## config.mk

```make
export PLATFORM = sky130hd
export DESIGN_NAME = rrv_front
export DESIGN_NICKNAME = d
export VERILOG_FILES = /design/src/design/rrv_pkg.sv /design/src/design/rrv_front.sv
export SDC_FILE = /design/constraint.sdc
export NUM_CORES = 2
export LEC_CHECK = 0
export BUFFER_PORTS_ARGS = -buffer_cell sky130_fd_sc_hd__buf_2
export CORE_MARGIN = 8
export CORE_UTILIZATION = 46
export DETAILED_ROUTE_END_ITERATION = 10
export PLACE_DENSITY = 0.65
export SYNTH_ARGS = -nofsm -noshare
export SYNTH_HDL_FRONTEND = slang
export SYNTH_SLANG_ARGS = --single-unit
```

## constraint.sdc

```tcl
create_clock -name i_clk -period 10.78 [get_ports i_clk]
set_input_delay 0.539 -clock i_clk [delete_from_list [all_inputs] [get_ports i_clk]]
set_output_delay 0.539 -clock i_clk [all_outputs]
set_load 0.01 [all_outputs]
```

## src/design/rrv_pkg.sv

```systemverilog
`timescale 1ns / 1ps

package rrv_pkg;

    // external formats
    localparam int COMP_W   = 16;
    localparam int FRAC_W   = 14;
    localparam int ETA_W    = 16;
    localparam int ETA_FRAC = 12;

    localparam int HALF = 1 << (FRAC_W - 1);
    localparam int ONE  = 1 << FRAC_W;
    localparam int ONE2 = 1 << (2 * FRAC_W);

    // internal widths
    localparam int MUL_W  = 2 * COMP_W;
    localparam int DOT_W  = 2 * COMP_W + 2;
    localparam int C_W    = FRAC_W + 1;
    localparam int NRM_W  = COMP_W + 1;
    localparam int R_W    = ETA_FRAC + FRAC_W + 1;
    localparam int RR_W   = 2 * R_W;
    localparam int Q_W    = RR_W - FRAC_W;
    localparam int CC_W   = 2 * C_W;
    localparam int S_W    = FRAC_W + 1;
    localparam int RCP_W  = R_W + C_W;
    localparam int RC_W   = RCP_W - FRAC_W;
    localparam int PROD_W = Q_W + S_W;
    localparam int K_W    = 2 * FRAC_W + 1;
    localparam int T_W    = FRAC_W + 1;
    localparam int SQ_IN_W = 2 * T_W;
    localparam int M_W    = RC_W + 1;
    localparam int PIX_W  = R_W + 1 + COMP_W;
    localparam int MN_W   = M_W + NRM_W;
    localparam int SUM_W  = MN_W + 2;

    // iterative units
    localparam int DIV_STEPS  = 3;
    localparam int DIV_STAGES = (R_W + DIV_STEPS - 1) / DIV_STEPS;
    localparam int SQ_STEPS   = 3;
    localparam int SQ_STAGES  = (T_W + SQ_STEPS - 1) / SQ_STEPS;

    localparam int QUEUE_DEPTH = 4;
    localparam int QPTR_W      = $clog2(QUEUE_DEPTH);
    localparam int QCNT_W      = $clog2(QUEUE_DEPTH + 1);

    typedef struct packed {
        logic signed [COMP_W-1:0] inc_x;
        logic signed [COMP_W-1:0] inc_y;
        logic signed [COMP_W-1:0] inc_z;
        logic signed [COMP_W-1:0] normal_x;
        logic signed [COMP_W-1:0] normal_y;
        logic signed [COMP_W-1:0] normal_z;
        logic [ETA_W-1:0]         index_ratio;
    } t_in_item;

    typedef struct packed {
        logic signed [COMP_W-1:0] out_x;
        logic signed [COMP_W-1:0] out_y;
        logic signed [COMP_W-1:0] out_z;
        logic                     total_reflect;
    } t_out_item;

    // classified request handed from front to back
    typedef struct packed {
        logic signed [COMP_W-1:0] inc_x;
        logic signed [COMP_W-1:0] inc_y;
        logic signed [COMP_W-1:0] inc_z;
        logic signed [NRM_W-1:0]  nrm_x;
        logic signed [NRM_W-1:0]  nrm_y;
        logic signed [NRM_W-1:0]  nrm_z;
        logic [C_W-1:0]           cos_c;
        logic                     outside;
        logic [ETA_W-1:0]         eta;
    } t_mid_item;

endpackage

```

## src/design/rrv_front.sv

```systemverilog
`timescale 1ns / 1ps

module rrv_front (
    input  logic                i_clk,
    input  logic                i_rst_n,
    input  logic                i_push,
    output logic                o_full,
    input  rrv_pkg::t_in_item   i_item,
    output logic                o_valid,
    output rrv_pkg::t_mid_item  o_mid,
    input  logic                i_q_full
);
    import rrv_pkg::*;

    localparam logic signed [DOT_W-1:0] DOT_ONE = DOT_W'(ONE2);

    logic                      w_adv;
    t_in_item                  r_s1;
    logic                      r_v1;
    t_in_item                  r_s2;
    logic signed [MUL_W-1:0]   r_px, r_py, r_pz;
    logic                      r_v2;
    t_mid_item                 r_mid, n_mid;
    logic                      r_v3;

    logic signed [DOT_W-1:0]   w_dot, w_dotc, w_absd;
    logic                      w_out;
    logic [2*FRAC_W:0]         w_ad;
    logic [2*FRAC_W+1:0]       w_csum;

    // hold everything while the classified request cannot enter the queue
    assign w_adv  = !r_v3 || !i_q_full;
    assign o_full = !w_adv;

    always_ff @(posedge i_clk) begin
        if (!i_rst_n) begin
            r_v1 <= 1'b0;
            r_v2 <= 1'b0;
            r_v3 <= 1'b0;
        end else if (w_adv) begin
            r_v1 <= i_push;
            r_v2 <= r_v1;
            r_v3 <= r_v2;
        end
    end

    always_ff @(posedge i_clk) begin
        if (w_adv) begin
            r_s1  <= i_item;
            r_s2  <= r_s1;
            r_px  <= r_s1.inc_x * r_s1.normal_x;
            r_py  <= r_s1.inc_y * r_s1.normal_y;
            r_pz  <= r_s1.inc_z * r_s1.normal_z;
            r_mid <= n_mid;
        end
    end

    always_comb begin
        w_dot = DOT_W'(r_px) + DOT_W'(r_py) + DOT_W'(r_pz);
        w_out = w_dot < 0;
        if (w_dot > DOT_ONE) begin
            w_dotc = DOT_ONE;
        end else if (w_dot < -DOT_ONE) begin
            w_dotc = -DOT_ONE;
        end else begin
            w_dotc = w_dot;
        end
        w_absd = w_out ? -w_dotc : w_dotc;
        w_ad   = w_absd[2*FRAC_W:0];
        w_csum = (2*FRAC_W+2)'(w_ad) + (2*FRAC_W+2)'(HALF);

        n_mid.inc_x   = r_s2.inc_x;
        n_mid.inc_y   = r_s2.inc_y;
        n_mid.inc_z   = r_s2.inc_z;
        // a zero dot product counts as inside: flip the normal
        n_mid.nrm_x   = w_out ? NRM_W'(r_s2.normal_x) : -NRM_W'(r_s2.normal_x);
        n_mid.nrm_y   = w_out ? NRM_W'(r_s2.normal_y) : -NRM_W'(r_s2.normal_y);
        n_mid.nrm_z   = w_out ? NRM_W'(r_s2.normal_z) : -NRM_W'(r_s2.normal_z);
        n_mid.cos_c   = w_csum[FRAC_W+C_W-1:FRAC_W];
        n_mid.outside = w_out;
        n_mid.eta     = (r_s2.index_ratio == '0) ? ETA_W'(1) : r_s2.index_ratio;
    end

    assign o_valid = r_v3;
    assign o_mid   = r_mid;

endmodule

```

==> qor.yml <==
cts:
  root_buffer: "clkbuf_16"
  clockBufferDepth: 3
  clkSinkCount: 454
  path_clk_slew_ps: 60
  cts_max_level: 2
  clk_latency_ps: 660
  post_cts_resized: 0
  cts_buffers: 55
  cts_tree: "done"
logic_synthesis:
  netlist_top_cells_area: "fa_1, edfxtp_1, ha_1, inv_1, and2_1"
  synthFlopType: "edfxtp_1"
  netlist.area_leader.share_pct: 34.8
  avgSynthCellArea_sq_um: 11.1
  synth_async_sr_flop_share_pct: 0
  ys_ff_latch: 454
  synth_nets: 5476
  yosysTopAreaCell: "fa_1"
  netlist_instances: 4259
  synth_edf_count: 451
  synth.cell_area_sq_um: 47100
  ys_warn_count: 0
  yosysSeqAreaShare_pct: 28.9
  synthDistinctLibCells: 83
route:
  drtIter0Drc: 1663
  vias: 29875
  wl_um: 108000
  drt_first_pass_iters: 5
  vias_per_cell: 5.10
  drc: 0
  ant_nets: 0
  routedWlPerCell_um: 18.4
placement:
  dp_hpwl_um: 84900
  port_buffers: 248
  place_area_sq_um: 49600
  gp_congestion: 0.887
job:
  max_cap_viol_count: 0
min_path:
  worstHoldPathType: "in2reg"
  min-delay-start: "i_item[92]"
run_status:
  status: "finished, final reports clean"
critical_path:
  arrival_ps: 7810
  crit_start: "r_s1[89]"
  r2r_start: "r_s1[89]"
  rr_worst_depth: 25
  ff2ff_setup_slack_ps: 3360
  path_class: "reg2reg"
  critical_path.max_fanout: 17
  end_kind: "flip-flop"
  startpoint_type: "flip-flop"
  cp.required_ps: 11160
  cp-endpoint: "r_py[31]"
  timing.rr.end: "r_py[31]"
grt:
  antenna_found_initial: 2
  grt_pass1_vias: 32330
  grt_max_degree: 157
  grt_usage_pct: 19.7
  globalRouteOverflowTotal: 0
  grt_first_pass_wirelength_um: 176000
floorplan:
  die-width_um: 336
  pin_count: 249
  rows: 117
  core_sq_um: 102000
  die-height_um: 336
  die_area_sq_um: 113000
  initial_core_util_pct: 46.3
timing:
  fin_crit_ps: 7420
  slew_headroom_pct: 33.2
  fmax_mhz: 135
  rsz0062_at_grt: "no"
  worst_pin_slew_ps: 1000
  finalHoldViolCount: 0
  slew_viol_final: 0
  setup_viol: 0
  skew_ps: 33.9
  finalCritPeriodShare_pct: 68.9
  setup_tns_ps: 0
finish:
  n_fill_cell: 9175
  final_net_count: 5665
  final_cell_area_sq_um: 51600
  syn2layout_area_growth_pct: 9.55
  drive_above_1_share_pct: 8.53
cells in the mapped netlist (30+ instances only):
cell type,instances
a21o_1,34
a21oi_1,87
and2_1,308
clkbuf_1,125
edfxtp_1,451
fa_1,819
ha_1,282
inv_1,884
nand2_1,504
nand2b_1,57
nor2_1,119
nor3_1,31
o21ai_0,71
xnor2_1,154
xor2_1,30
layout make-up:
type | instances | area (sq um) | share of cell area [%]
diodes | 1 | 2.50 | 0.00485
clock buffers | 63 | 1410 | 2.73
clock inverters | 37 | 494 | 0.958
inverters | 884 | 3320 | 6.43
multi-input cells | 2790 | 29700 | 57.5
flip-flops and latches | 454 | 13600 | 26.4
well taps | 1368 | 1710 | 3.32
repair buffers | 263 | 1380 | 2.67
logic make-up after synthesis:
logic type,share of synthesized area (%)
compound gates,5.22
xor+xnor,3.46
fa+ha+maj,42.3
buf+inv,8.16
flops,28.9
mux,0.0452
simple gates,11.9
per-stage QoR:
stage	instances	hold slack, ps	worst slack, ps	utilization, %
2_1_floorplan	4259	400	3360	-
3_3_place_gp	5754	401	3450	48.8
3_5_place_dp	5754	405	3440	48.8
4_1_cts	5859	0.251	3360	50.8
5_1_grt	5859	22.5	2910	50.8
6_report	5860	55.3	3360	50.8
metal layers:
layer,track usage [%],vias to the layer above,part of all wire [%]
met5,0,-,0.012
met4,6.32,2,3.1
met3,3.86,186,6.3
met2,33.0,807,48
met1,25.8,15185,42
li1,-,13695,-
worst max-delay path, cell delays in order, from the launching register on:
cell      delay [ps]
edfxtp_1         790
nand2_1          170
fa_1             550
inv_1             60
fa_1             530
inv_1             50
fa_1             480
fa_1             550
inv_1             50
fa_1             470
inv_1             50
fa_1             470
inv_1             50
ha_1             340
a211o_1          270
a211oi_1         290
o31ai_1          210
o211ai_1         320
nand3_1          140
a31oi_1          260
nor2b_1           80
o21a_1           180
o41ai_1          400
o21bai_1         110
a21oi_1          190
xnor2_1           80
layout by cell type, fill, tap and decap left out, types with 18 or more instances in the layout:
master	count
o21ai_0	71
buf_2	248
nand3_1	18
ha_1	282
o21a_1	22
o31ai_1	18
and2_1	308
or3_1	18
clkbuf_16	55
nand2_1	503
edfxtp_1	451
a21o_1	34
nor2_1	119
xnor2_1	154
a21oi_1	87
nor3_1	31
nand2b_1	57
xor2_1	30
inv_1	884
fa_1	819
flip-flops by register name (all words and copies together) (netlist names):
register,cells
r_v2,1
r_v1,1
r_px,32
o_mid,131
n_mid,48
r_pz,32
r_py,32
o_valid,1
r_s2,64
r_s1,112
worst min-delay path by stage:
stage,endpoint,slack (ps),cells past startpoint
floorplan,o_mid[100],400,0
global placement,o_mid[121],400,0
detailed placement,o_mid[108],400,0
CTS,r_s1[81],0.3,1
global route,r_s1[43],20,1
finish,r_s1[92],60,1
what timing repair did:
action                                 CTS  global route
setup buffers                            0             0
hold buffers                             5             0
endpoints found under the hold margin    5             0
Power is not shown: default switching activity piles up to over one toggle a cycle in this logic, so the estimate is an artifact.
