### config.mk
export PLATFORM = sky130hd
export DESIGN_NAME = rrv_queue
export DESIGN_NICKNAME = d
export VERILOG_FILES = /design/src/design/rrv_pkg.sv /design/src/design/rrv_queue.sv
export SDC_FILE = /design/constraint.sdc
export NUM_CORES = 1
export LEC_CHECK = 0
export ABC_AREA = 1
export BUFFER_PORTS_ARGS = -buffer_cell sky130_fd_sc_hd__buf_4
export CAP_MARGIN = 20
export CORE_MARGIN = 3
export CORE_UTILIZATION = 40
export DETAILED_ROUTE_END_ITERATION = 8
export GPL_TIMING_DRIVEN = 1
export PLACE_DENSITY = 0.58
export SLEW_MARGIN = 20
export SYNTH_ARGS = -nofsm -noshare
export SYNTH_HDL_FRONTEND = slang
export SYNTH_SLANG_ARGS = --single-unit
### constraint.sdc
create_clock -name i_clk -period 6.2 [get_ports i_clk]
set_input_delay 0 -clock i_clk [delete_from_list [all_inputs] [get_ports i_clk]]
set_output_delay 0 -clock i_clk [all_outputs]
set_load 0.005 [all_outputs]
### src/design/rrv_pkg.sv
`timescale 1ns / 1ps

package rrv_pkg;

    // external formats
    localparam int COMP_W   = 16;
    localparam int FRAC_W   = 14;
    localparam int ETA_W    = 16;
    localparam int ETA_FRAC = 12;

    localparam int HALF = 1 << (FRAC_W - 1);
    localparam int ONE  = 1 << FRAC_W;
    localparam int ONE2 = 1 << (2 * FRAC_W);

    // internal widths
    localparam int MUL_W  = 2 * COMP_W;
    localparam int DOT_W  = 2 * COMP_W + 2;
    localparam int C_W    = FRAC_W + 1;
    localparam int NRM_W  = COMP_W + 1;
    localparam int R_W    = ETA_FRAC + FRAC_W + 1;
    localparam int RR_W   = 2 * R_W;
    localparam int Q_W    = RR_W - FRAC_W;
    localparam int CC_W   = 2 * C_W;
    localparam int S_W    = FRAC_W + 1;
    localparam int RCP_W  = R_W + C_W;
    localparam int RC_W   = RCP_W - FRAC_W;
    localparam int PROD_W = Q_W + S_W;
    localparam int K_W    = 2 * FRAC_W + 1;
    localparam int T_W    = FRAC_W + 1;
    localparam int SQ_IN_W = 2 * T_W;
    localparam int M_W    = RC_W + 1;
    localparam int PIX_W  = R_W + 1 + COMP_W;
    localparam int MN_W   = M_W + NRM_W;
    localparam int SUM_W  = MN_W + 2;

    // iterative units
    localparam int DIV_STEPS  = 3;
    localparam int DIV_STAGES = (R_W + DIV_STEPS - 1) / DIV_STEPS;
    localparam int SQ_STEPS   = 3;
    localparam int SQ_STAGES  = (T_W + SQ_STEPS - 1) / SQ_STEPS;

    localparam int QUEUE_DEPTH = 4;
    localparam int QPTR_W      = $clog2(QUEUE_DEPTH);
    localparam int QCNT_W      = $clog2(QUEUE_DEPTH + 1);

    typedef struct packed {
        logic signed [COMP_W-1:0] inc_x;
        logic signed [COMP_W-1:0] inc_y;
        logic signed [COMP_W-1:0] inc_z;
        logic signed [COMP_W-1:0] normal_x;
        logic signed [COMP_W-1:0] normal_y;
        logic signed [COMP_W-1:0] normal_z;
        logic [ETA_W-1:0]         index_ratio;
    } t_in_item;

    typedef struct packed {
        logic signed [COMP_W-1:0] out_x;
        logic signed [COMP_W-1:0] out_y;
        logic signed [COMP_W-1:0] out_z;
        logic                     total_reflect;
    } t_out_item;

    // classified request handed from front to back
    typedef struct packed {
        logic signed [COMP_W-1:0] inc_x;
        logic signed [COMP_W-1:0] inc_y;
        logic signed [COMP_W-1:0] inc_z;
        logic signed [NRM_W-1:0]  nrm_x;
        logic signed [NRM_W-1:0]  nrm_y;
        logic signed [NRM_W-1:0]  nrm_z;
        logic [C_W-1:0]           cos_c;
        logic                     outside;
        logic [ETA_W-1:0]         eta;
    } t_mid_item;

endpackage

### src/design/rrv_queue.sv
`timescale 1ns / 1ps

module rrv_queue (
    input  logic                i_clk,
    input  logic                i_rst_n,
    input  logic                i_push,
    input  rrv_pkg::t_mid_item  i_data,
    output logic                o_full,
    input  logic                i_pop,
    output logic                o_valid,
    output rrv_pkg::t_mid_item  o_data
);
    import rrv_pkg::*;

    t_mid_item          r_mem [QUEUE_DEPTH];
    logic [QPTR_W-1:0]  r_wr, r_rd;
    logic [QCNT_W-1:0]  r_cnt;
    logic               w_wr, w_rd;

    assign o_full  = r_cnt == QCNT_W'(QUEUE_DEPTH);
    assign o_valid = r_cnt != '0;
    assign w_wr    = i_push && !o_full;
    assign w_rd    = i_pop && o_valid;
    assign o_data  = r_mem[r_rd];

    always_ff @(posedge i_clk) begin
        if (!i_rst_n) begin
            r_wr  <= '0;
            r_rd  <= '0;
            r_cnt <= '0;
        end else begin
            if (w_wr) begin
                r_wr <= r_wr + 1'b1;
            end
            if (w_rd) begin
                r_rd <= r_rd + 1'b1;
            end
            if (w_wr && !w_rd) begin
                r_cnt <= r_cnt + 1'b1;
            end else if (w_rd && !w_wr) begin
                r_cnt <= r_cnt - 1'b1;
            end
        end
    end

    always_ff @(posedge i_clk) begin
        if (w_wr) begin
            r_mem[r_wr] <= i_data;
        end
    end

endmodule

==> results.md, run 1 <==
- In the final layout, the multi-input gates occupy between 3000 and 4000 sq um.
- The most frequent cell on the critical path is sky130_fd_sc_hd__buf_4.
- The highest ir drop seen on vdd is roughly 0.35 mV.
- STA puts the critical path data arrival time at between 3 and 4 ns.
- The width of the die is between 200 and 250 um.
- The run finished with clean final reports.
- The first detailed-routing pass ran for 5 iterations.
- Yosys attributes the largest share of cell area to sky130_fd_sc_hd__edfxtp_1 79%, sky130_fd_sc_hd__nor2_1 5.2%, sky130_fd_sc_hd__o21ai_0 4.8%.
- The die is 228.9 um tall.
- The fraction of layout instances using a drive strength above 1 is approximately a fifth.
- The global placement routability congestion is ~0.73.
- The number of buffers added on ports is 267.
- The TritonCTS clock tree is yes.
- Leaving out fill and tap cells, the most frequent cells in the layout are 524 x sky130_fd_sc_hd__edfxtp_1, 282 x sky130_fd_sc_hd__buf_4, 272 x sky130_fd_sc_hd__nor2_1, 191 x sky130_fd_sc_hd__o21ai_0, 135 x sky130_fd_sc_hd__dlygate4sd3_1.
- Static timing analysis puts the maximum clock frequency at between 200 and 300 MHz.
- The aggregate routed wire length is roughly 46000 um.
- The placed standard-cell area is ~22000 sq um.
- The most common cell after layout, fill and taps aside is sky130_fd_sc_hd__edfxtp_1.
- The final instance count without filler cells is roughly 2400.
- The post-route minimum period is between 3 and 4 ns.
- Across the run, the number of max-cap violations was 0.
- The reg2reg setup slack is 3.41 ns.
- Global routing consumed, on the met2 layer, about 28% of the routing resources.
- The CTS H-tree depth is 2.
- The number of instances in the placed design is approximately 2200.
- The final hold violation count is 0.
- The setup-violating endpoint count in the final report is 0.
- After detailed routing, the number of vias per cell comes to just over 5.
- The transition time at the pin with the least slew margin is ~1.1 ns.
- The synthesized netlist cell count is 1335.
- The largest family of logic cells by synthesized area is compound AO/OA/AOI/OAI gates.
- The global-route wire length before repair is between 70000 and 80000 um.
- The effective utilization at floorplan is 40.53%.
- The critical path goes through inv_8 > buf_4 > o21ai_0 > o22ai_1 > buf_4.
- The core area is 49050 sq um.
- Compared with the post-synthesis result, the final layout area differs by 28.05%.
- The worst hold path begins at i_data[15].
- The clock insertion delay at the later pin of the skew report is ~0.6 ns.
- For this run the aggregate overflow at the end of global routing stands at 0.
- Cells fill 51.90% of the core in the end.
- The worst register-to-register path begins at r_cnt[0].
- The register clock-pin slew on the reported worst setup and hold paths is approximately 0.06 ns.
- The sequential cells in the finished layout cover a total of approximately 16000 sq um.
- The number of core rows is just over 80.
- The longest clock path from root to sink contains 3 buffers.
- In this run, distinct cell masters in the synthesized netlist total 22.
- Once detail routing completed, the nets flagged for antenna violations numbered 0.
- The number of buffers inserted to repair setup after CTS is 0.
- The global routing met1 resource utilization is approximately a quarter.
- The area share of the largest cell type after synthesis is about 80%.
- The area fraction in and, or, nand and nor cells after synthesis is about 5.6%.
- Summed over all failing endpoints, the final setup total negative slack is 0 ns.
- Summing the areas of all xor and xnor instances in the mapped netlist gives less than 1% of the synthesized area.
- The number of filler cells placed in the layout is around 4200.
- After layout, the worst path uses between 50% and 60% of the clock period.
- The worst register-to-register path ends at r_mem[1][92].
- The class of the tightest hold or removal check is primary input to register.
- The reported leakage power is around 0.009 uW.
- Of all cell types, the one taking the most synthesized area is sky130_fd_sc_hd__edfxtp_1.
- The final count of pins violating max slew came to 0.
- The post-synthesis net count is roughly 1500.
- The slowest stage of the critical path is the sky130_fd_sc_hd__buf_4 cell.
- The portion of netlist area occupied by mux cells is 0%.
- The routed length per instance is around 19 um.
- For this run, the number of Yosys warnings is 0.
- Gates resized during post-CTS repair numbered 0.
- Buffers inserted during clock tree synthesis total 56.
- On the final layout, the worst clock skew is 0.02060 ns.
- The starting DRC count in detailed routing is a little over 800.
- The relative slew slack is 25.96%.
- The combined area of all synthesized cells is a little under 20000 sq um.
- Across all layers, the routed design uses around 12000 vias.
- The number of antenna violations at the first check in global routing is 4.
- Counting every sink on the clock net gives 533.
- The capturing element of the worst setup path is o_data[44].
- The count of state elements after synthesis is 533.
- The pin count of the biggest net entering global routing is around 220.
- The number of cells on the critical path is 5.
- The total global-route track usage is around 17%.
- The data required time of the critical path is 6.20 ns.
- On the critical path the largest part of the delay comes from buffers and inverters.
- Pin placement for this block handled roughly 270 I/O pins.
- The final design instance area without fill is between 20000 and 30000 sq um.
- Setup repair after global routing left no endpoint under its margin.
- The share of synthesized area occupied by flip-flops and latches is about 80%.
- The number of cell instances on the worst register-to-register path is 5.
- The number of buffers inserted by hold repair at cts is ~140.
- The number of global-route vias before repair is around 12000.
- The cell sitting at the root of the clock tree is a sky130_fd_sc_hd__clkbuf_16.
- The worst setup path is launched from a register.
- On the worst path, the slowest cell contributes a delay of roughly 0.80 ns.
- The synthesized area per cell is roughly 15 sq um.
- The largest fanout on the critical path is between 150 and 200.
- For this design the ratio of total power to cell area is about 390 nW/um^2.
- Global routing used 4.063% of the available met3 tracks.
- Detailed placement finished with a half-perimeter wire length of between 20000 and 25000 um.
- The die covers 52420 sq um.
- STA classifies the critical path endpoint as a primary output.
- The total buffers and inverters traversed by the critical path is 3.
- The critical path class is register to primary output.
- The final layout contains roughly 1900 nets.
- The synthesized-area fraction occupied by ao, oa, aoi and oai cells is a little over a tenth.
- The final routed DRC violation total is 0.
- After global routing, the most crowded layer is met2.
- The adder and majority gate portion of the synthesized area is less than 1%.
==> worst min-delay path by stage <==
| stage | to | slack, ns | depth (start not counted) |
|---|---|---|---|
| 6_report | r_mem[0][15] | 0.15 | 2 |
| 5_1_grt | r_mem[2][120] | 0.12 | 2 |
| 4_1_cts | r_mem[1][80] | 0.11 | 2 |
| 3_5_place_dp | r_mem[2][92] | 0.20 | 1 |
| 3_3_place_gp | r_mem[2][62] | 0.20 | 1 |
| 2_1_floorplan | r_mem[0][0] | 0.1 | 0 |
==> metal layers <==
layer | vias to the layer above | wire length (um)
met3 | 73 | 2629
met1 | 6140 | 20550
met5 | - | 81
met2 | 312 | 22050
met4 | 6 | 886
li1 | 5825 | -
==> worst reg2reg max path, stage by stage, from the launching register on <==
cell and delay (ns):
sky130_fd_sc_hd__dfxtp_1 0.40, sky130_fd_sc_hd__nor2_1 0.09, sky130_fd_sc_hd__nand2_1 0.12, sky130_fd_sc_hd__nand2_1 0.26, sky130_fd_sc_hd__nor2_4 0.87, sky130_fd_sc_hd__buf_4 0.65
==> synth_stat cells <==
library cell and number:
sky130_fd_sc_hd__buf_2 28, sky130_fd_sc_hd__buf_6 21, sky130_fd_sc_hd__o21ai_1 72, sky130_fd_sc_hd__xor2_1 1, sky130_fd_sc_hd__inv_1 15, sky130_fd_sc_hd__o21ai_0 191, sky130_fd_sc_hd__buf_8 1, sky130_fd_sc_hd__nand2_1 15
sky130_fd_sc_hd__nand3_1 4, sky130_fd_sc_hd__edfxtp_1 524, sky130_fd_sc_hd__dfxtp_1 9, sky130_fd_sc_hd__clkbuf_2 4, sky130_fd_sc_hd__nor2_1 276, sky130_fd_sc_hd__a21oi_1 3, sky130_fd_sc_hd__buf_4 2, sky130_fd_sc_hd__fa_1 1
sky130_fd_sc_hd__inv_2 1, sky130_fd_sc_hd__clkbuf_1 29, sky130_fd_sc_hd__ha_1 5, sky130_fd_sc_hd__inv_6 1, sky130_fd_sc_hd__nand3b_1 1, sky130_fd_sc_hd__o22ai_1 131
==> state kept, by name, indices dropped and copies added, names as in the netlist, named ones only <==
name,flops
r_cnt,3
r_wr,2
r_rd,2
r_mem,524
==> where the power goes <==
group	switching (uW)	internal [uW]	total [uW]	leakage, uW
registers	132	4380	4510	0.00488
logic	1390	984	2370	0.00320
clock network	1310	1830	3140	0.000846
==> area by class of cell <==
cell class                      count  share of cell area, %
Sequential cell                   533                  62.54
Clock buffer                       66                  5.735
Antenna cell                        2                0.01966
Multi-Input combinational cell    700                  13.32
Inverter                           17                 0.2998
Tap cell                          664                  3.263
Clock inverter                     34                  1.003
Timing Repair Buffer              419                  13.81
==> stage by stage <==
step                total power [uW]  hold slack [ns]  worst slack [ns]
floorplan                       5837          0.09887           -0.5246
global placement                6903           0.2015             3.382
detailed placement              6932           0.2032             3.330
CTS                            10160           0.1078             2.677
global route                   10540           0.1200             2.478
finish                         10030           0.1484             2.692
==> cell families (layout without fill, tap and decap cells) <==
kind of cell | after synthesis | in the layout
other | 0 | 2
XOR/XNOR | 1 | 1
adder cells (fa/ha/maj) | 6 | 6
buffers and inverters | 102 | 536
AND/OR/NAND/NOR | 296 | 296
flip-flops | 533 | 533
AO/OA/AOI/OAI | 397 | 397
Power figures use the tool's default switching activity.
==> run 2: changes to the inputs <==
- ABC_AREA: 1 -> 0
- PLACE_DENSITY: 0.58 -> 0.56
- clock period: 6.2 -> 3.38 ns (I/O delays scaled with it)
==> run 2 against run 1 <==
Net effect:
- sequential share of layout area is 0.56 points higher
- wire length down 14%
- non-clock buffer count decreased by 1
- global-route usage is 1.8 points lower
- cell count is 25% lower
- flip-flop and latch count stayed put
- hold slack better by 0.016 ns
- combinational power up 83%
- utilization is 0.84 points higher
- clock power rose by 74%
- area after synthesis decreased by 2.5%
- largest cell class unchanged
==> results.md, run 2 <==
- Data on the critical path is required at its endpoint by just under 4 ns.
- The number of buffers and inverters on the critical path is 1.
- The clock arrives with 0.01147 ns of skew.
- CTS placed an instance of sky130_fd_sc_hd__clkbuf_16 at the clock tree root.
- Once the clock tree was built, the setup fixing pass inserted 0 buffers.
- Walking the worst path, the cells encountered are nor3b_1 > nor2b_1 > ha_1 > inv_1 > fa_1 > xor2_1 > or3_1 > a21boi_0.
- The TritonCTS buffer count is 54.
- The TritonCTS clock tree is yes.
- The number of buffers added on ports is 267.
- The area share of the largest cell type after synthesis is between 80% and 90%.
- The final route contains between 9000 and 10000 vias.
- Setup violations remaining at the end of the flow were counted as 0.
- The logic gate share of total power is a little under a quarter.
- Internal power comes to ~14000 uW.
- The post-route minimum period is roughly 2.5 ns.
- Synthesis handed over a netlist of about 730 instances.
- The share of the clock period used by the worst path is between 70 and 80%.
- The analysis attributes to cell leakage a power of between 0.008 and 0.009 uW.
- The share of flip-flops with an asynchronous set or reset is 0%.
- Counting every net in the synthesized netlist gives between 800 and 900.
- The largest registers in the layout are r_mem x524, r_cnt x3.
- The final routed DRC violation total is 0.
- The fraction of layout instances using a drive strength above 1 is between 40% and 50%.
- The effective utilization at floorplan is between 40% and 50%.
- The number of different library cells in the post-synthesis netlist is 23.
- The combined area of all synthesized cells is 19380 sq um.
- During I/O placement, the number of pins put on the boundary was around 270.
- The setup TNS after final layout is 0 ns.
- After layout, the worst setup slack is ~0.9 ns.
- Once layout is complete, the utilization of the core stands at a little over half.
- Clock latency on the worst-skew pair, taken at its later pin, is about 0.58 ns.
- The most used flip-flop cell after synthesis is sky130_fd_sc_hd__edfxtp_1.
- In this run the remaining antenna-violating nets after routing total 0.
- At the placement stage, the worst setup path has a slack of 0.9419 ns.
- In the post-synthesis netlist, the biggest area contributors are sky130_fd_sc_hd__edfxtp_1 81%, sky130_fd_sc_hd__mux4_2 15%, sky130_fd_sc_hd__dfxtp_1 0.93%.
- The count of warnings emitted by yosys is 0.
- Global routing finished with a remaining overflow of 0.
- The width of the die is 226.1 um.
- The run finished with clean final reports.
- The largest fanout on the critical path is 7.
- The biggest cell delay along the critical path is approximately 0.47 ns.
- The number of flip-flops under the largest register name is roughly 520.
- The height of the die is 226.1 um.
- The number of global-route vias before repair is between 9000 and 10000.
- After detailed routing, the average wire length per cell comes to about 22 um.
- The final count of pins violating max slew was 0.
- The net switching power figure is between 4000 and 5000 uW.
- The commonest cells after synthesis are 524 x sky130_fd_sc_hd__edfxtp_1, 131 x sky130_fd_sc_hd__mux4_2, 14 x sky130_fd_sc_hd__buf_2.
- The library cell occupying the most area in the post-synthesis netlist is sky130_fd_sc_hd__edfxtp_1.
- The type of destination of the critical path is a register.
- The global placement routability congestion is 0.6928.
- The first global-routing pass estimated 59810 um of wire.
- The area added between synthesis and finish is 30.21%.
- The count of flip-flops with a built-in enable after synthesis is 524.
- The power density relative to cell area is 715.2 nW/um^2.
- The highest attainable clock frequency is ~400 MHz.
- The detailed router finished its first iteration with roughly 570 violations.
- At the pin with the least slew margin, the transition time is about 0.91 ns.
- The largest register by flop count is r_mem.
- The synthesized area per cell is between 20 and 30 sq um.
- The power share of the sequential group is between 40% and 50%.
- The number of maximum-capacitance constraint violations is 0.
- Leaving out fill and tap cells, the most frequent cells in the layout are 524 x sky130_fd_sc_hd__edfxtp_1, 269 x sky130_fd_sc_hd__buf_4, 134 x sky130_fd_sc_hd__dlygate4sd3_1, 131 x sky130_fd_sc_hd__mux4_2, 57 x sky130_fd_sc_hd__clkbuf_16.
- Net switching is 24.72% of the power.
- The class of the tightest hold or removal check is primary input to register.
- The first detailed-routing pass took 4 iterations.
- Sequential elements use between 80 and 90% of the synthesized area.
- Entering global routing, the biggest net connects approximately 130 pins.
- In this run, synthesis produced a sequential element count of between 500 and 600.
- The library cell used most frequently in the layout, excluding fill and tap cells, is sky130_fd_sc_hd__edfxtp_1.
- The clock sink count is between 500 and 600.
- The CTS H-tree depth is 2.
- By startpoint and endpoint, the worst setup path is classified as register to register.
- The floorplan step defined a die boundary enclosing ~50000 sq um.
- The floorplan has 80 rows.
- Setup repair after global routing left no endpoint under its margin.
- The relative slew slack is 39.10%.
- After clock tree synthesis, the clock-pin slew on the worst setup and hold paths is 0.06 ns.
- The final hold violation count was 0.
- By instance count, the leading cell after synthesis is sky130_fd_sc_hd__edfxtp_1.
- The detailed-placement wirelength estimate is approximately 23000 um.
- The part of the power in the clock network is 30.2%.
- After detailed routing, the total wire length is ~40000 um.
- The number of antenna violations at the first check in global routing came to 3.
- Global routing used ~16% of the available tracks across all layers.
- The core region is roughly 48000 sq um.
- The worst setup path is launched from a register.
- In this design, the largest share of critical-path delay is due to simple AND/OR/NAND/NOR gates.
- At the worst endpoint, the arrival time is around 3.0 ns.
- VDD sags by at most roughly 0.48 mV.
- On the critical path, the stage with the largest delay is an instance of sky130_fd_sc_hd__nor2b_1.
- The clock tree buffer depth is 3.
- Dividing the detail-routed via count by the number of cells gives 4.986.
- After the last flow step, the layout net total stands at around 1300.
==> run 2: cell types whose count changed after synthesis, sizes merged, moves of 14 or more <==
cell	previous run	this run
mux4	0	131
clkbuf	33	6
inv	17	3
nor2	276	0
buf	52	26
o22ai	131	0
o21ai	263	1
==> run 2: path summary, 6_finish.rpt <==
path / depth (start not counted) / slack [ns] / to / start
setup / recovery: 8 / 0.90 / r_cnt[2] / r_cnt[0]
hold / removal: 2 / 0.16 / r_mem[3][118] / i_data[118]
setup reg to reg: 8 / 0.90 / r_cnt[2] / r_cnt[0]
hold reg to reg: 2 / 0.50 / r_wr[0] / r_wr[0]
==> run 2: what timing repair did <==
item | in CTS | in global routing
endpoints found under the hold margin | 533 | 0
setup endpoints to repair | 0 | 0
hold buffers | 134 | 0
gates resized for setup | 0 | 0
==> run 2: area by class of cell <==
cell class                      count  area (sq um)
Tap cell                          615         769.5
Clock buffer                       66          1460
Sequential cell                   533         15920
Inverter                            3         11.26
Timing Repair Buffer              418          3661
Clock inverter                     32         166.4
Multi-Input combinational cell    165          3234
Fill cell                        3721         22610
Antenna cell                        3         7.507
==> run 2: power groups by stage <==
stage | Combinational [uW] | Clock (uW) | Sequential, uW
6_report | 4330 | 5460 | 8260
5_1_grt | 4700 | 5910 | 8330
4_1_cts | 4480 | 5640 | 8280
3_5_place_dp | 4330 | 0 | 8410
3_3_place_gp | 4330 | 0 | 8390
2_1_floorplan | 2370 | 0 | 8290
==> run 2: per-stage QoR <==
| stage | power (uW) | hold slack [ns] | instance area (sq um) | cells |
|---|---|---|---|---|
| 4_1_cts | 18400 | 0.1119 | 25230 | 1832 |
| 3_3_place_gp | 12710 | 0.2009 | 22260 | 1600 |
| 5_1_grt | 18950 | 0.1409 | 25230 | 1834 |
| 2_1_floorplan | 10660 | 0.09887 | 19380 | 733 |
| 3_5_place_dp | 12740 | 0.2027 | 22260 | 1600 |
| 6_report | 18050 | 0.1646 | 25230 | 1835 |
==> run 2: cells by family after synthesis <==
family          share of synthesized area (%)
buf+inv                                 1.233
flops                                   82.13
simple gates                           0.5036
compound gates                         0.1485
xor+xnor                               0.1808
mux                                     15.38
fa+ha+maj                              0.4261
==> run 2: metal layers <==
metal | up-vias | GRT usage (%) | part of all wire [%]
met3 | 46 | 4.316 | 6.7
li1 | 4060 | - | -
met5 | - | 0 | 0
met4 | 0 | 4.156 | 1.8
met1 | 4814 | 20.61 | 42
met2 | 229 | 25.57 | 50
==> run 2: worst register-to-register path, stage by stage, from the launching register on <==
cell                       delay, ns
sky130_fd_sc_hd__dfxtp_1        0.46
sky130_fd_sc_hd__nor3b_1        0.11
sky130_fd_sc_hd__nor2b_1        0.47
sky130_fd_sc_hd__ha_1           0.29
sky130_fd_sc_hd__inv_1          0.06
sky130_fd_sc_hd__fa_1           0.37
sky130_fd_sc_hd__xor2_1         0.17
sky130_fd_sc_hd__or3_1          0.31
sky130_fd_sc_hd__a21boi_0       0.16
==> run 3: changes to the inputs <==
- PLACE_DENSITY: 0.56 -> 0.58
- clock period: 3.38 -> 2.25 ns (I/O delays scaled with it)
==> run 3 against run 2 <==
Net effect:
- register-to-register slack worse by 0.74 ns
- clock skew down 0.0058 ns
- clock power up 57%
- critical path depth down 5
- wire length down 1.4%
- worst setup slack worse by 0.78 ns
- utilization up 0.44 points
- cell area up 0.84%
- global-route usage down 0.12 points
- non-clock buffer count up 5
- critical path type is now register to primary output
- largest cell class unchanged
- largest power group unchanged
==> results.md, run 3 (synthesized netlist as in run 2, its figures left out) <==
- In the layout the commonest cells are 524 x sky130_fd_sc_hd__edfxtp_1, 267 x sky130_fd_sc_hd__buf_4, 134 x sky130_fd_sc_hd__dlygate4sd3_1, 131 x sky130_fd_sc_hd__mux4_2, 57 x sky130_fd_sc_hd__clkbuf_16.
- Power spread over the standard cell area amounts to ~1100 nW/um^2.
- The number of cell instances on the worst register-to-register path is 7.
- The total overflow left after global routing is 0.
- In this run the critical register-to-register path is launched from r_cnt[1].
- The CTS H-tree depth is 2.
- The first global-routing pass estimated between 50000 and 60000 um of wire.
- The largest registers in the layout are r_mem x524, r_cnt x3.
- The clock sink count is between 500 and 600.
- Global routing used between 15 and 20% of the available tracks.
- The fraction of layout instances using a drive strength above 1 is a little over 40%.
- Measured along the x axis, the die boundary spans 226.1 um.
- The height of the die is about 230 um.
- The critical path data arrival time is 2.12 ns.
- For this run, the post-layout net count is 1322.
- Summed over all layers, the routed wires come to 39010 um.
- Along the worst hold path, the cell count comes to 2.
- STA classifies the critical path endpoint as a primary output.
- Setup violations remaining at the end of the flow were counted as 0.
- The largest register by flop count is r_mem.
- The count of nets left with antenna violations once routing finished came out at 0.
- Setup repair after global routing left no endpoint under its margin.
- The routed length per instance is roughly 21 um.
- The final count of pins violating max slew is 0.
- The effective utilization at floorplan is between 40% and 50%.
- The data required time of the critical path is approximately 2.3 ns.
- Port buffering added between 200 and 300 buffers.
- In this run, placement finished with an instance count of ~1600.
- The reg2reg setup slack is 0.16 ns.
- The pin count of the biggest net entering global routing is 60.
- Relative to the synthesized area, the layout overhead comes to 31.30%.
- The number of antenna violations at the first check in global routing is 0.
- The average via count per standard cell is around 5.
- The endpoint identified for the worst register-to-register timing path is r_cnt[2].
- Final hold analysis gives a worst-case slack of around 0.17 ns.
- The buffer type at the clock tree root is sky130_fd_sc_hd__clkbuf_16.
- The number of buffers inserted to repair setup after CTS is 0.
- After the first detailed-routing iteration, the DRC count stood at 495.
- The critical path class is register to primary output.
- The core area is roughly 48000 sq um.
- The transition time at the pin with the least slew margin is approximately 0.47 ns.
- The floorplan has 80 rows.
- Leaving out filler cells and counting taps, the final layout contains 1839.
- The reported leakage power is between 0.008 and 0.009 uW.
- The path with the worst hold slack has its endpoint at r_mem[0][22].
- At the end of routability-driven placement, the weighted congestion stood at 0.6835.
- The total vias in the final route is 9188.
- The largest fanout on the critical path is 48.
- The kind of launch point of the worst setup path is a register.
- The length of the first detailed-routing pass in iterations is 4.
- The highest attainable clock frequency is around 470 MHz.
- The worst path needs roughly 2.1 ns of the cycle, external delays included.
- roughly 270 I/O pins were placed.
- The TritonCTS clock tree is yes.
- Clock-pin slew was measured on the worst setup and hold paths at 0.06 ns.
- Across the VDD grid, the largest voltage drop is 0.8244 mV.
- In this run the most critical hold path is launched from i_data[22].
- 0 antenna diodes ended up in the layout.
- Across the run, the number of max-cap violations was 0.
- The TritonCTS buffer count is 55.
- The worst clock skew on the final layout is about 0.0057 ns.
- The final critical path takes up between 90% and 100% of the cycle.
- The number of global-route vias before repair is 10139.
- The clock reaches the later pin of the worst-skew pair after a little under 0.6 ns.
- The final hold violation count is 0.
- The clock passes through at most 3 buffers.
- The floorplan step defined a die boundary enclosing roughly 51000 sq um.
- Headroom to the max-slew limit came out at ~69%.
- The detailed-placement wirelength estimate is about 23000 um.
- The flow ran to the end, and the final reports show no timing, DRC or antenna violations.
- The library cell used most frequently in the layout, excluding fill and tap cells, is sky130_fd_sc_hd__edfxtp_1.
- The final routed DRC violation total is 0.
- The setup TNS after final layout is 0 ns.
- The number of flip-flops under the largest register name is around 520.
- The class of the tightest hold or removal check is primary input to register.
## run 3: area by class of cell
class	instances	area, sq um
multi-input combinational	165	3242
clock inverter	29	221.5
tap	615	769.5
inverter	3	11.26
fill	3742	22400
sequential	533	15930
timing repair buffer	423	3776
clock buffer	71	1499
## run 3: worst max path at each step
stage / from / endpoint / slack [ns] / cells past startpoint
after global placement: r_cnt[0] / r_cnt[2] / 0.15 / 7
after CTS: register / o_data[125] / 0.02 / 3
after floorplan: r_cnt[0] / r_mem[0][0] / 0.05 / 4
final: register / o_data[68] / 0.13 / 3
after global routing: register / o_data[12] / 0.00009 / 3
after detailed placement: r_cnt[1] / r_cnt[2] / 0.08 / 7
## run 3: per-layer routing
metal | GRT usage (%) | share of wire [%] | vias to the layer above
met5 | 0 | 0 | -
met4 | 3.606 | 1.7 | 0
met3 | 4.693 | 7.0 | 57
met2 | 25.14 | 48 | 251
met1 | 20.62 | 43 | 4819
li1 | - | - | 4061
## run 3: repair_timing
item / CTS / global route
hold buffers: 134 / 0
resized for setup: 1 / 6
gates cloned: 0 / 0
endpoints found under the hold margin: 533 / 0
setup endpoints to repair: 1 / 3
## run 3: report_power, final
part           total [uW]  leakage [uW]  internal (uW)  switching (uW)
combinational        6700       0.00285           3760            2930
clock                8570      0.000847           5020            3550
sequential          12300       0.00488          12000             250
## run 3: critical path: stages, from the launching register on
cell	delay [ns]
sky130_fd_sc_hd__dfxtp_4	0.40
sky130_fd_sc_hd__buf_16	0.31
sky130_fd_sc_hd__mux4_2	0.61
sky130_fd_sc_hd__buf_4	0.16
## run 3: through the flow
step	instance area [sq um]	setup slack [ns]	utilization, %	total power (uW)
finish	25440	0.1255	53.18	27560
global route	25440	0.00008771	53.18	28950
CTS	25430	0.01774	53.14	28080
detailed placement	22360	0.07818	46.73	19180
global placement	22360	0.1450	46.73	19130
floorplan	19390	0.04898	-	15990
